--- config.mk ---
export PLATFORM = sky130hd
export DESIGN_NAME = rca_sort_stage
export DESIGN_NICKNAME = d
export VERILOG_FILES = /design/src/hw/rtl/rca_pkg.sv /design/src/hw/rtl/rca_sort_stage.sv
export SDC_FILE = /design/constraint.sdc
export NUM_CORES = 1
export LEC_CHECK = 0
export BUFFER_PORTS_ARGS = -buffer_cell sky130_fd_sc_hd__buf_4
export CAP_MARGIN = 40
export CORE_AREA = 2 2 217 219
export CTS_CLUSTER_SIZE = 14
export DETAILED_ROUTE_END_ITERATION = 16
export DIE_AREA = 0 0 219 221
export REMOVE_ABC_BUFFERS = 1
export SLEW_MARGIN = 20
export SYNTH_ARGS = -nofsm -noshare
export SYNTH_HDL_FRONTEND = slang
export SYNTH_SLANG_ARGS = --single-unit
--- constraint.sdc ---
create_clock -name i_clk -period 2.8 [get_ports i_clk]
set_input_delay 0.14 -clock i_clk [delete_from_list [all_inputs] [get_ports i_clk]]
set_output_delay 0.14 -clock i_clk [all_outputs]
set_load 0.05 [all_outputs]
--- src/hw/rtl/rca_pkg.sv ---
// ----------------------------------------------------------------------------
// rca_pkg
// Shared types and codes for the robust coordinate aggregator.
// ----------------------------------------------------------------------------
package rca_pkg;

    localparam int NUM_INPUTS = 8;

    typedef enum logic [1:0] {
        METHOD_MEAN   = 2'd0,
        METHOD_MEDIAN = 2'd1,
        METHOD_TRIM   = 2'd2
    } t_method;

    localparam logic [1:0] REG_METHOD       = 2'd0;
    localparam logic [1:0] REG_CLIENT_COUNT = 2'd1;
    localparam logic [1:0] REG_TRIM_COUNT   = 2'd2;

    // sideband through the sort and sum stages: averaged range [lo, hi)
    typedef struct packed {
        logic       valid;
        logic       err;
        logic [3:0] lo;
        logic [3:0] hi;
    } t_ctl;

    // sideband through the divider
    typedef struct packed {
        logic       valid;
        logic       err;
        logic       neg;
        logic [3:0] d;
    } t_dctl;

endpackage

--- src/hw/rtl/rca_sort_stage.sv ---
// ----------------------------------------------------------------------------
// rca_sort_stage
// One registered round of an odd-even transposition sort across the lanes.
// ----------------------------------------------------------------------------
module rca_sort_stage #(
    parameter int N     = 8,
    parameter int W     = 32,
    parameter int PHASE = 0
) (
    input  logic                 i_clk,
    input  logic                 i_rst_n,
    input  rca_pkg::t_ctl        i_ctl,
    input  logic [N-1:0][W:0]    i_key,
    output rca_pkg::t_ctl        o_ctl,
    output logic [N-1:0][W:0]    o_key
);
    import rca_pkg::*;

    logic [N-1:0][W:0] n_key;
    t_ctl              r_ctl;
    logic [N-1:0][W:0] r_key;

    // compare-exchange neighbor pairs of this phase
    always_comb begin
        n_key = i_key;
        for (int i = PHASE; i + 1 < N; i += 2) begin
            if (i_key[i] > i_key[i+1]) begin
                n_key[i]   = i_key[i+1];
                n_key[i+1] = i_key[i];
            end
        end
    end

    always_ff @(posedge i_clk) begin
        if (!i_rst_n) begin
            r_ctl <= '0;
        end else begin
            r_ctl <= i_ctl;
        end
        r_key <= n_key;
    end

    assign o_ctl = r_ctl;
    assign o_key = r_key;

endmodule

==> impl_metrics.csv <==
group,metric,value,unit
setup_path,cp-startpoint,"i_key[115]",
routing,drc_errors,0,
yosys,avgSynthCellArea,11.4,µm²
placement,place_hpwl,30.5,mm
floorplanning,start_util,26.2,%
placement,place_ws,-0.0828,ns
floorplanning,die_h,221,µm
setup_path,cp-end-kind,"register",
setup_path,critical_path_class,"primary input to register",
global_route,grt_antenna_before_repair,2,
setup_path,startpoint_type,"primary input",
setup_path,crit_path_cell_trace,"dlygate4sd3_1 -> buf_4 -> inv_2 -> ha_4 -> nand4_1 -> inv_1 -> a221oi_2 -> nor2_2 -> o32ai_4 -> clkbuf_16 -> mux2_2 -> dlygate4sd3_1",
clock_tree,clkSlewWorstSetupHoldPaths,0.06,ns
floorplanning,dieWidth,219,µm
sta,finalCritPeriodShare,99.5,%
setup_path,worst_path_max_delay_cell,"dlygate4sd3_1",
routing,vias,11100,
routing,wl,42.1,mm
global_route,overflow,0,
yosys,synth_area,12000,µm²
job,maxCapViolCount,0,
global_route,first_global_vias,11900,
finish,regArea,5490,µm²
routing,drtIter0Drc,276,
floorplanning,row_count,79,
finish,nFillCells,4149,
setup_path,critical_path.max_stage_delay,0.56,ns
sta,clock.fmax,0.359,GHz
sta,hold_ws,0.0134,ns
finish,area_growth,77.5,%
yosys,synth_cell_type_count,38,
setup_path,arrival,3.21,ns
clock_tree,clockBufferDepth,3,
yosys,synth-seq-cells,274,
finish,layout_commonest_cell,"buf_4",
power_and_ir_drop,power.leakage,10.2,nW
clock_tree,cts.sinks,274,
routing,routedWlPerCell,16.4,µm
routing,vias_per_cell,4.34,
clock_tree,root_buffer,"clkbuf_16",
yosys,ys_async_sr_fraction,0,%
sta,finalWorstSetupSlack,0.0140,ns
global_route,grt_use_total,16.6,%
placement,gp_congestion,0.855,
clock_tree,htreeDepth,2,
worst_hold_path,hp-start,"i_key[113]",
floorplanning,fp.coreArea,46100,µm²
yosys,synth_edf_count,0,
worst_hold_path,holdCritPathClass,"primary input to register",
finish,nNetsFinal,2339,
finish,most-common-layout-cells,"buf_4 (558), dlygate4sd3_1 (296), dfxtp_1 (274)",
finish,drive_gt1_share,46.7,%
yosys,ys_warn_count,0,
floorplanning,die_area,48400,µm²
sta,slew_headroom,61.2,%
sta,finalCriticalPeriod,2.79,ns
clock_tree,numCtsBuffers,34,
sta,final-max-slew-violation-count,0,
placement,portBuffers,549,
yosys,syn_inst,1053,
power_and_ir_drop,vdd_drop_max,0.538,mV
setup_path,cp.required,3.22,ns
routing,ant_nets,0,
floorplanning,io_pins,550,
routing,drtPass1Iterations,5,
setup_path,critPathMostFrequentCell,"dlygate4sd3_1",
clock_tree,cts_tree,"yes",
sta,worstMarginPinSlew,0.576,ns
run_status,status,"completed",
sta,hold_viol,0,
global_route,grt_pass1_wl,63.3,mm
setup_path,critPathMaxFanout,6,
yosys,synth-main-ff-cell,"dfxtp_1",
power_and_ir_drop,power.density,635,nW/µm²
yosys,synth-seq-area-share,45.5,%
sta,final-setup-viol-count,0,
global_route,grt_max_degree,45,
finish,multi_input_area,6090,µm²
## cell usage after synthesis, types with 2 or more instances
cell / n / share of area [%]
dfxtp_1: 274 / 46
mux2_2: 255 / 24
inv_1: 139 / 4.3
ha_1: 132 / 14
a21oi_1: 51 / 2.1
nand2_1: 33 / 1.0
nand4_1: 29 / 1.5
o21ai_0: 20 / 0.83
buf_2: 18 / 0.75
nor2_1: 12 / 0.37
nor3_1: 11 / 0.46
and2_1: 10 / 0.52
a21o_1: 9 / 0.56
mux2_1: 9 / 0.84
nand3_1: 9 / 0.37
buf_6: 6 / 0.56
a221oi_1: 5 / 0.36
nor4_1: 4 / 0.21
a211oi_1: 3 / 0.19
a221o_1: 2 / 0.17
o21a_1: 2 / 0.12
o21bai_1: 2 / 0.12
o22ai_2: 2 / 0.21
o31a_1: 2 / 0.15
## state kept, by name, indices dropped and copies added (netlist names)
name   cells
o_ctl     10
o_key    264
## what timing repair did
item | CTS | global route
setup endpoints to repair | 0 | 79
buffers inserted | 0 | 11
endpoints found under the hold margin | 274 | 4
resized for setup | 0 | 37
hold buffers | 301 | 4
## power breakdown
part | leakage [nW] | internal (W) | switching, W | total, W
clock | 0.557 | 0.00268 | 0.00174 | 0.00442
sequential | 2.31 | 0.00437 | 0.000150 | 0.00452
combinational | 7.32 | 0.00190 | 0.00274 | 0.00464
## final cells by class
type                    count  area share, %
well taps                 607           3.55
flip-flops and latches    274           25.7
repair buffers            866           34.5
diodes                      2         0.0234
clock buffers              48           4.85
inverters                 139           2.44
multi-input cells         616           28.5
clock inverters            12          0.468
## cell families after synthesis
family                     Yosys count  share of synthesized area [%]
AOI/OAI and AO/OA                  108                           5.75
adders and majority gates          132                           13.7
buffers and inverters              163                           5.64
DFF                                274                           45.5
muxes                              264                           24.7
and+or+nand+nor                    112                           4.69
## stage by stage
step / instance area (µm²) / util, % / setup TNS, ns / instances / total power (W)
finish: 21400 / 46.4 / 0 / 2564 / 0.0136
global route: 21400 / 46.4 / -0.183 / 2563 / 0.0142
CTS: 21100 / 45.8 / 0 / 2556 / 0.0137
detailed placement: 16900 / 36.8 / -1.99 / 2195 / 0.00878
global placement: 16900 / 36.8 / 0 / 2195 / 0.00874
floorplan: 11900 / - / -162.22 / 1029 / 0.00727
## layer usage
layer | global-route usage [%] | vias up | wire length (µm)
li1 | - | 5468 | -
met5 | 0 | - | 11
met1 | 18.2 | 5148 | 16400
met2 | 29.8 | 411 | 21000
met3 | 4.73 | 93 | 3140
met4 | 6.41 | 2 | 1520
## critical path: cells and delay by family
kind	cells	cell delay, ns
fa+ha+maj	1	0.19
buf+inv	6	1.62
compound gates	2	0.75
simple gates	2	0.18
mux	1	0.32
## final timing paths
check                   end  depth (start not counted)
hold / removal    o_key[80]                          2
setup / recovery  o_key[85]                         12
Note: power is estimated with default switching activity, not from simulation.
