--- src/hw/rtl/rca_pkg.sv ---
// ----------------------------------------------------------------------------
// rca_pkg
// Shared types and codes for the robust coordinate aggregator.
// ----------------------------------------------------------------------------
package rca_pkg;

    localparam int NUM_INPUTS = 8;

    typedef enum logic [1:0] {
        METHOD_MEAN   = 2'd0,
        METHOD_MEDIAN = 2'd1,
        METHOD_TRIM   = 2'd2
    } t_method;

    localparam logic [1:0] REG_METHOD       = 2'd0;
    localparam logic [1:0] REG_CLIENT_COUNT = 2'd1;
    localparam logic [1:0] REG_TRIM_COUNT   = 2'd2;

    // sideband through the sort and sum stages: averaged range [lo, hi)
    typedef struct packed {
        logic       valid;
        logic       err;
        logic [3:0] lo;
        logic [3:0] hi;
    } t_ctl;

    // sideband through the divider
    typedef struct packed {
        logic       valid;
        logic       err;
        logic       neg;
        logic [3:0] d;
    } t_dctl;

endpackage

--- src/hw/rtl/rca_div_stage.sv ---
// ----------------------------------------------------------------------------
// rca_div_stage
// One registered slice of a restoring divider: STEP quotient bits per stage,
// divisor of four bits, at most 15.
// ----------------------------------------------------------------------------
module rca_div_stage #(
    parameter int DP   = 36,
    parameter int STEP = 4
) (
    input  logic             i_clk,
    input  logic             i_rst_n,
    input  rca_pkg::t_dctl   i_ctl,
    input  logic [DP-1:0]    i_num,
    input  logic [DP-1:0]    i_quo,
    input  logic [3:0]       i_rem,
    output rca_pkg::t_dctl   o_ctl,
    output logic [DP-1:0]    o_num,
    output logic [DP-1:0]    o_quo,
    output logic [3:0]       o_rem
);
    import rca_pkg::*;

    logic [DP-1:0] n_num, n_quo;
    logic [3:0]    n_rem;
    t_dctl         r_ctl;
    logic [DP-1:0] r_num, r_quo;
    logic [3:0]    r_rem;

    always_comb begin
        logic [4:0] t;
        logic       ge;
        n_num = i_num;
        n_quo = i_quo;
        n_rem = i_rem;
        for (int s = 0; s < STEP; s++) begin
            t     = {n_rem, n_num[DP-1]};
            ge    = (t >= {1'b0, i_ctl.d});
            n_num = {n_num[DP-2:0], 1'b0};
            n_quo = {n_quo[DP-2:0], ge};
            n_rem = ge ? 4'(t - {1'b0, i_ctl.d}) : t[3:0];
        end
    end

    always_ff @(posedge i_clk) begin
        if (!i_rst_n) begin
            r_ctl <= '0;
        end else begin
            r_ctl <= i_ctl;
        end
        r_num <= n_num;
        r_quo <= n_quo;
        r_rem <= n_rem;
    end

    assign o_ctl = r_ctl;
    assign o_num = r_num;
    assign o_quo = r_quo;
    assign o_rem = r_rem;

endmodule

--- config.mk ---
export PLATFORM = sky130hd
export DESIGN_NAME = rca_div_stage
export DESIGN_NICKNAME = d
export VERILOG_FILES = /design/src/hw/rtl/rca_pkg.sv /design/src/hw/rtl/rca_div_stage.sv
export SDC_FILE = /design/constraint.sdc
export NUM_CORES = 1
export LEC_CHECK = 0
export CAP_MARGIN = 20
export CORE_ASPECT_RATIO = 1.25
export CORE_MARGIN = 5
export CORE_UTILIZATION = 55
export CTS_CLUSTER_SIZE = 12
export DETAILED_ROUTE_END_ITERATION = 10
export DONT_BUFFER_PORTS = 1
export GPL_ROUTABILITY_DRIVEN = 1
export MAX_ROUTING_LAYER = met4
export PLACE_DENSITY = 0.73
export SETUP_SLACK_MARGIN = 0.15
export SYNTH_ARGS = -nofsm -noshare
export SYNTH_HDL_FRONTEND = slang
export SYNTH_SLANG_ARGS = --single-unit
--- constraint.sdc ---
create_clock -name i_clk -period 5.9 [get_ports i_clk]
set_input_delay 0.885 -clock i_clk [delete_from_list [all_inputs] [get_ports i_clk]]
set_output_delay 0.885 -clock i_clk [all_outputs]
set_load 0.03 [all_outputs]
==> out/qor.txt <==
Outcome - completed
First-pass DRT Iterations - 4
Drt wl/cell - 23.5 µm
HP Class - in2reg
DR iter-0 viols - 73
Fin crit share - 96.3%
Crit-path max cell delay - 520 ps
Gr ovfl total - 0
Total Wirelength - 7.59 mm
Met2 wire length - 4.24 mm
Initial antenna violation count - 1
CTS max path bufs - 2
Yosys warns - 0
CTS tree - built
CP endpoint - o_rem[3]$_DFF_P_
Drt drc - 0
Layout area overhead - 33.5%
Worst-path fanout max - 8
CP Capture Type - register
DR vias - 1789
PD cells - 507 nW/µm²
First-pass GRT wire length - 10.7 mm
RSZ-0062 raised after global routing - no
#FFs+latches synth - 79
Post-route minimum period - 5680 ps
Final Cell Area - 3420 µm²
Synth top area share - 61.8%
Synth area leaders - dfxtp_1 62%, ha_1 7.8%, fa_1 3.1%
Met3 routed WL - 666 µm
Total power - 1.73 mW
Post-route setup TNS - 0 ps
Post-Syn Area - 2560 µm²
Crit path DAT - 5930 ps
Startpoint types - primary input
Num rows - 27
# nets final - 364
Vias in the first global route - 1932
Fill cells - 269
WP data required - 6140 ps
Final worst slack - 216 ps
Final hold slack - 543 ps
Yosys top cell by area - dfxtp_1
Share of cells above drive strength 1 - 38.6%
Clock sinks - 79
Seq/Total Area, Yosys - 61.8%
Syn Area/Cell - 12.4 µm²
Full die area - 6120 µm²
DP Area - 2960 µm²
MaxCap Viol Count - 0
Die X - 71.0 µm
Largest net degree at the start of global routing - 15
Top Ports - 168
Cell class contributing the biggest share of worst-path delay - compound AO/OA/AOI/OAI gates
Worst path depth - 26
Num CTS Buffers - 9
Initial core utilization - 57.4%
Vias/cell - 5.54
Dpl hpwl - 5.41 mm
Most frequent cells in the layout - 79 x dfxtp_1, 42 x buf_4, 11 x inv_1, 10 x ha_4, 9 x clkbuf_8
FMAX - 176 MHz
Gate Count Post-Synth - 206
Hold Buf Count CTS - 0
Routed met1 length - 2.40 mm
CP Launch Point - i_ctl[3]
Port Buffers - 0
Uppermost layer routed - met4
Critical Setup Path Class - in2reg
Clock transition at path regs - 100 ps
Final setup violation count - 0
Root buf cell - clkbuf_8
Placeable Area - 4460 µm²
Crit path top cell by count - a21oi_2
Leakage - 1.47 nW
Yosys cell types - 39
DIE HEIGHT - 86.3 µm
Final hold violations - 0
Pre-CTS setup slack - -192 ps
Footprint of the multi-input gates - 1130 µm²
DRT antenna net count - 0
Total GRT Usage - 24.6%
Sequential Area - 1580 µm²
H-tree levels - 3
Maximum VDD drop - 0.208 mV
Final Max Tran Viols - 0
Final GP Congestion - 0.939
Crit path buf inv count - 4
CP max-delay cell - or4_4
Commonest non-fill, non-tap cell in the layout - dfxtp_1
[flip-flops by register name (all words and copies together), names as in the netlist]
name / count
o_num: 32
o_quo: 36
o_ctl: 7
o_rem: 4
[metrics by stage]
stage                     utilization [%]  instances
after detailed placement             66.4        289
final                                76.6        323
after global routing                 76.6        323
after CTS                            74.7        316
after floorplan                         -        209
after global placement               66.4        289
[kinds of logic after synthesis]
| group | share of synthesized area [%] |
|---|---|
| flip-flops | 61.8 |
| AO/OA/AOI/OAI | 9.24 |
| AND/OR/NAND/NOR | 8.41 |
| adder cells (fa/ha/maj) | 11.0 |
| multiplexers | 3.42 |
| XOR/XNOR | 2.05 |
| buffers and inverters | 3.96 |
| other | 0.147 |
[timing repair]
action | CTS | global route
pin swaps | 20 | 12
buffers inserted | 11 | 6
endpoints found under the setup margin | 2 | 5
gates resized for setup | 13 | 7
[worst min path at each step]
| stage | slack [ps] | depth (start not counted) | start | endpoint |
|---|---|---|---|---|
| final | 540 | 0 | i_quo[30] | o_quo[34]$_DFF_P_ |
| after global routing | 520 | 0 | i_num[28] | o_num[32]$_DFF_P_ |
| after CTS | 540 | 0 | i_num[31] | o_num[35]$_DFF_P_ |
| after detailed placement | 910 | 0 | i_quo[11] | o_quo[15]$_DFF_P_ |
| after global placement | 910 | 0 | i_num[3] | o_num[7]$_DFF_P_ |
| after floorplan | 910 | 0 | i_num[6] | o_num[10]$_DFF_P_ |
[area by class of cell]
type,instances,share of cell area [%]
repair buffers,44,9.89
clock buffers,10,3.74
diodes,1,0.0733
multi-input cells,108,33.1
well taps,58,2.12
clock inverters,6,2.71
flip-flops and latches,79,46.3
inverters,17,2.05
[where the power goes]
| group | total [mW] | switching, mW | internal [mW] | leakage (nW) |
|---|---|---|---|---|
| Clock | 0.442 | 0.201 | 0.241 | 0.104 |
| Combinational | 0.581 | 0.272 | 0.310 | 0.697 |
| Sequential | 0.708 | 0.122 | 0.586 | 0.666 |
[synth_stat cells]
master     count
a211oi_1       2
a211oi_4       1
a21o_1         4
a21oi_1        9
a221o_1        1
a221oi_1       2
and2_1         7
and3b_1        1
and3b_2        1
buf_4          5
conb_1         1
dfxtp_1       79
fa_1           4
ha_1          16
inv_1         17
mux2_2         2
mux2_4         1
mux2i_1        5
nand2_1        5
nand2b_1       3
nand3_1        1
nand3_2        1
nand3b_1       1
nand4_1        1
nor2_1         7
nor2b_1        1
nor2b_4        1
nor3_1         3
o2111ai_1      1
o211ai_1       4
o21a_1         1
o21ai_0        7
o21bai_1       1
o32a_1         1
or3_1          1
or3_4          1
or4_1          1
xnor2_1        3
xor2_1         3
[per-layer routing]
layer / up-vias / GRT usage [%]
met5: - / -
met4: 0 / 13.7
met3: 31 / 9.74
met2: 120 / 44.3
met1: 840 / 21.5
li1: 798 / -
(Power assumes the default switching activity.)
