**src/hw/rtl/rca_pkg.sv**
```systemverilog
// ----------------------------------------------------------------------------
// rca_pkg
// Shared types and codes for the robust coordinate aggregator.
// ----------------------------------------------------------------------------
package rca_pkg;

    localparam int NUM_INPUTS = 8;

    typedef enum logic [1:0] {
        METHOD_MEAN   = 2'd0,
        METHOD_MEDIAN = 2'd1,
        METHOD_TRIM   = 2'd2
    } t_method;

    localparam logic [1:0] REG_METHOD       = 2'd0;
    localparam logic [1:0] REG_CLIENT_COUNT = 2'd1;
    localparam logic [1:0] REG_TRIM_COUNT   = 2'd2;

    // sideband through the sort and sum stages: averaged range [lo, hi)
    typedef struct packed {
        logic       valid;
        logic       err;
        logic [3:0] lo;
        logic [3:0] hi;
    } t_ctl;

    // sideband through the divider
    typedef struct packed {
        logic       valid;
        logic       err;
        logic       neg;
        logic [3:0] d;
    } t_dctl;

endpackage

```
**src/hw/rtl/rca_sum_tree.sv**
```systemverilog
// ----------------------------------------------------------------------------
// rca_sum_tree
// Masks the sorted lanes to the averaged range and sums them in three
// registered levels.
// ----------------------------------------------------------------------------
module rca_sum_tree #(
    parameter int N = 8,
    parameter int W = 32
) (
    input  logic                 i_clk,
    input  logic                 i_rst_n,
    input  rca_pkg::t_ctl        i_ctl,
    input  logic [N-1:0][W:0]    i_key,
    output rca_pkg::t_ctl        o_ctl,
    output logic signed [W+2:0]  o_sum
);
    import rca_pkg::*;

    logic signed [W+2:0] n_term [NUM_INPUTS];
    logic signed [W+2:0] r_l1   [4];
    logic signed [W+2:0] r_l2   [2];
    logic signed [W+2:0] r_l3;
    t_ctl                r_ctl1, r_ctl2, r_ctl3;

    // drop lanes outside [lo, hi); undo the key's sign flip
    always_comb begin
        logic signed [W-1:0] v;
        for (int i = 0; i < NUM_INPUTS; i++) begin
            n_term[i] = '0;
        end
        for (int i = 0; i < N; i++) begin
            v = {~i_key[i][W-1], i_key[i][W-2:0]};
            if ((4'(i) >= i_ctl.lo) && (4'(i) < i_ctl.hi)) begin
                n_term[i] = (W+3)'(v);
            end
        end
    end

    always_ff @(posedge i_clk) begin
        if (!i_rst_n) begin
            r_ctl1 <= '0;
            r_ctl2 <= '0;
            r_ctl3 <= '0;
        end else begin
            r_ctl1 <= i_ctl;
            r_ctl2 <= r_ctl1;
            r_ctl3 <= r_ctl2;
        end
        for (int j = 0; j < 4; j++) begin
            r_l1[j] <= n_term[2*j] + n_term[2*j+1];
        end
        r_l2[0] <= r_l1[0] + r_l1[1];
        r_l2[1] <= r_l1[2] + r_l1[3];
        r_l3    <= r_l2[0] + r_l2[1];
    end

    assign o_ctl = r_ctl3;
    assign o_sum = r_l3;

endmodule

```
**config.mk**
```make
export PLATFORM = sky130hd
export DESIGN_NAME = rca_sum_tree
export DESIGN_NICKNAME = d
export VERILOG_FILES = /design/src/hw/rtl/rca_pkg.sv /design/src/hw/rtl/rca_sum_tree.sv
export SDC_FILE = /design/constraint.sdc
export NUM_CORES = 1
export LEC_CHECK = 0
export BUFFER_PORTS_ARGS = -buffer_cell sky130_fd_sc_hd__buf_4
export CAP_MARGIN = 5
export CORE_UTILIZATION = 58
export CTS_CLUSTER_DIAMETER = 80
export DETAILED_ROUTE_END_ITERATION = 12
export GPL_TIMING_DRIVEN = 0
export HOLD_SLACK_MARGIN = 0.06
export PLACE_DENSITY = 0.82
export SYNTH_ARGS = -nofsm -noshare
export SYNTH_HDL_FRONTEND = slang
export SYNTH_SLANG_ARGS = --single-unit
```
**constraint.sdc**
```tcl
create_clock -name i_clk -period 6.7 [get_ports i_clk]
set_input_delay 1.675 -clock i_clk [delete_from_list [all_inputs] [get_ports i_clk]]
set_output_delay 1.675 -clock i_clk [all_outputs]
set_load 0.02 [all_outputs]
```
==> impl_results.md <==
* Synthesized instance count at 2288
* WL/cell at 17.32 µm
* Period utilization at 96.76%
* Buffers on Ports at 310
* Multi-input logic area at 13370 µm²
* Sw Pwr at 1.751 mW
* PostCTS Resize Cnt at 0
* Final cell count without fillers at 3095
* Synth warn at 0
* Most used DFF post-synth: dfxtp_1
* Multiplexer share of the synthesized area at 0.2580%
* DIE WIDTH at 184.9 µm
* Minimum clock period at 6483 ps
* Adder-Cell Fraction of Synth Area at 15.56%
* Vias per cell at 5.729
* Placer Congestion at 0.9509
* Min-Delay Path Class: flip-flop to flip-flop
* Run status: finished, final reports clean
* Core area at 32700 µm²
* Seq pwr share at 37.9%
* Post-synth cell types at 78
* Initial DRC count at 1271
* WP buf/inv at 3
* Crit path DAT at 6920 ps
* Max Fanout on Critical Path at 10
* Layout fillers at 2632
* Mapped cell area at 19400 µm²
* Top area cells in the synthesized netlist: dfxtp_1, ha_1, and2_1
* CP Cell Sequence: clkbuf_1 -> or4_1 -> a21oi_2 -> clkbuf_1 -> and2_1 -> ha_1 -> inv_1 -> fa_1 -> nor2b_1 -> o31a_1 -> o211ai_1 -> a211oi_1 -> o2111ai_1 -> a21oi_1 -> a211o_1 -> a21oi_1 -> xnor2_1
* Peak supply drop at 243.7 µV
* Grt ovf at 0
* Worst slack at placement at -488.8 ps
* Synth async-reset ratio at 0%
* Placed cells at 3044
* Finished Core Util at 71.47%
* Synth Area in Simple Gates at 21.79%
* Slowest Stage Delay on Critical Path at 670 ps
* Hpwl dp at 43400 µm
* Final setup violation count at 0
* Switching Share at 32.10%
* Fmax at 0.1543 GHz
* Later-pin clock latency in the skew report at 550 ps
* Avg Cell Area, Syn at 8.479 µm²
* Final Skew at 18.75 ps
* Combinational share of power at 30.7%
* Pin count of the biggest net entering global routing at 16
* Most frequent cell after synthesis: and2_1
* Synth Area in XOR/XNOR at 9.120%
* Clk pwr share at 31.4%
* Hold slack at 435.3 ps
* Crit start category: input port
* Drt drc at 0
* First-pass GRT wire length at 83800 µm
* Vias in the first global route at 16.47k
* Detailed Routing Iterations Pass 1 at 5
* Internal at 3.703 mW
* Yosys top cell area share at 28.38%
* Nets at 3144
* Slew Viols, Final at 0
* Sequential cell area at 5505 µm²
* # hold bufs at CTS at 0
* Synth area leader: dfxtp_1
* Crit path required time at 7140 ps
* H-tree level count at 1
* Layout cell share with drive strength beyond 1 at 15.31%
* Crit-path slowest cell: a211oi_1
* Mapped Nets at 2801
* Number of CTS-inserted buffers at 27
* Lkg Pwr at 11.80 nW
* Top delay family on crit path: compound AO/OA/AOI/OAI gates
* Final setup margin at 217.3 ps
* Hold Vio Cnt, Final at 0
* Pwr per Cell Area at 233.3 nW/µm²
* Top cells by count, synth: and2_1, dfxtp_1, ha_1
* Max-slew headroom at 21.20%
* Die area at 34180 µm²
* Largest family of logic cells by synthesized area: compound AO/OA/AOI/OAI gates
* # rows at 66
* EDFF count, synth at 0
* Via count at 17.73k
* Number of I/O pins at 321
* Initial antenna violation count at 3
* Synth Area in Compound Gates at 22.05%
* CTS tree: built
* Post-synthesis sequential area ratio at 28.38%
* Pwr Total at 5.453 mW
* Antenna Violating Nets Remaining at 0
* Synth Register Bits at 275
* Global-route usage over all layers at 30.72%
* Routed WL at 53600 µm
* Clock Sinks at 275
* CTS Root Cell: clkbuf_16
* Worst-path clk slew at 60 ps
* WS Path Type: input port to flip-flop
* Longest Clk Path Bufs at 3
* Max Cap Violations at 0
* Area grow syn2layout at 20.47%
* Unrepaired setup endpoints after global routing: no
* Initial Util at 59.32%
* Post-CTS Setup Bufs at 0
* Slew @ Worst Pin at 1171 ps
* Die span in y at 184.9 µm
* Worst setup EP type: flip-flop
-- flip-flops by register name (all words and copies together) (netlist names) --
signal,cells
o_sum,35
r_ctl2,10
r_l2,70
r_l1,140
o_ctl,10
r_ctl1,10
-- per-layer routing --
metal	share of wire [%]	global-route usage, %	routed length (µm)
met5	0	0	0
met4	1.9	6.744	1029
met3	6.3	3.028	3367
met2	44	49.04	23610
met1	48	44.42	25590
-- kinds of logic (layout without fill, tap and decap cells) --
group                    Yosys count  after routing
multiplexers                       5              5
flip-flops                       275            275
other                              0              1
adder cells (fa/ha/maj)          237            237
XOR/XNOR                         202            202
buffers and inverters            143            507
AND/OR/NAND/NOR                  780            780
AO/OA/AOI/OAI                    646            646
-- cell usage in the layout, fill, tap and decap left out, types with 11 or more instances in the layout --
| cell type | instances |
|---|---|
| o21bai_1 | 30 |
| a31oi_1 | 28 |
| nand2b_1 | 29 |
| and3_1 | 24 |
| nand3_1 | 57 |
| nand2_1 | 132 |
| xor2_1 | 57 |
| o21ai_0 | 87 |
| a21o_1 | 130 |
| nor3_1 | 32 |
| o21a_1 | 27 |
| nand4_1 | 24 |
| inv_1 | 75 |
| and2_1 | 279 |
| a21oi_1 | 196 |
| ha_1 | 230 |
| clkbuf_1 | 64 |
| xnor2_1 | 145 |
| nor2_1 | 112 |
| clkbuf_16 | 27 |
| o211ai_1 | 11 |
| a211oi_1 | 20 |
| buf_4 | 312 |
| nor2b_1 | 40 |
| dfxtp_1 | 275 |
-- cell type report --
| cell class | instances | share of cell area, % |
|---|---|---|
| Sequential cell | 275 | 23.56 |
| Antenna cell | 1 | 0.01071 |
| Clock buffer | 32 | 3.143 |
| Timing Repair Buffer | 314 | 10.09 |
| Multi-Input combinational cell | 1870 | 57.22 |
| Buffer | 68 | 1.162 |
| Clock inverter | 18 | 1.242 |
| Tap cell | 442 | 2.366 |
| Inverter | 75 | 1.205 |
-- metrics by stage --
step	cell area, µm²	TNS (ps)
2_1_floorplan	19400	0
3_3_place_gp	22280	-52840
3_5_place_dp	22340	-2770
4_1_cts	23360	0
5_1_grt	23370	0
6_report	23370	0
-- worst paths after layout --
path | start | endpoint | slack, ps | cells after the start
min | r_ctl1[6] | r_ctl2[6] | 440 | 1
max reg2reg | r_l1[3][0] | r_l2[0][63] | 3640 | 12
max | i_ctl[6] | r_l1[0][24] | 220 | 17
min reg2reg | r_ctl1[6] | r_ctl2[6] | 440 | 1
-- worst register-to-register path, delay by kind of cell, from the launching register on --
kind,cells,cell delay (ps)
XOR/XNOR,1,250
AO/OA/AOI/OAI,7,1640
flip-flops,1,310
adder cells (fa/ha/maj),2,570
AND/OR/NAND/NOR,1,160
buffers and inverters,1,50
-- power by group through the flow --
stage               Combinational, mW  Clock, mW  Sequential, mW
CTS                              1.66       1.73            2.06
global placement                 1.61          0            2.10
floorplan                       0.939          0            2.16
finish                           1.67       1.71            2.06
detailed placement               1.64          0            2.10
global route                     1.83       1.81            2.08
(Power assumes the default switching activity.)
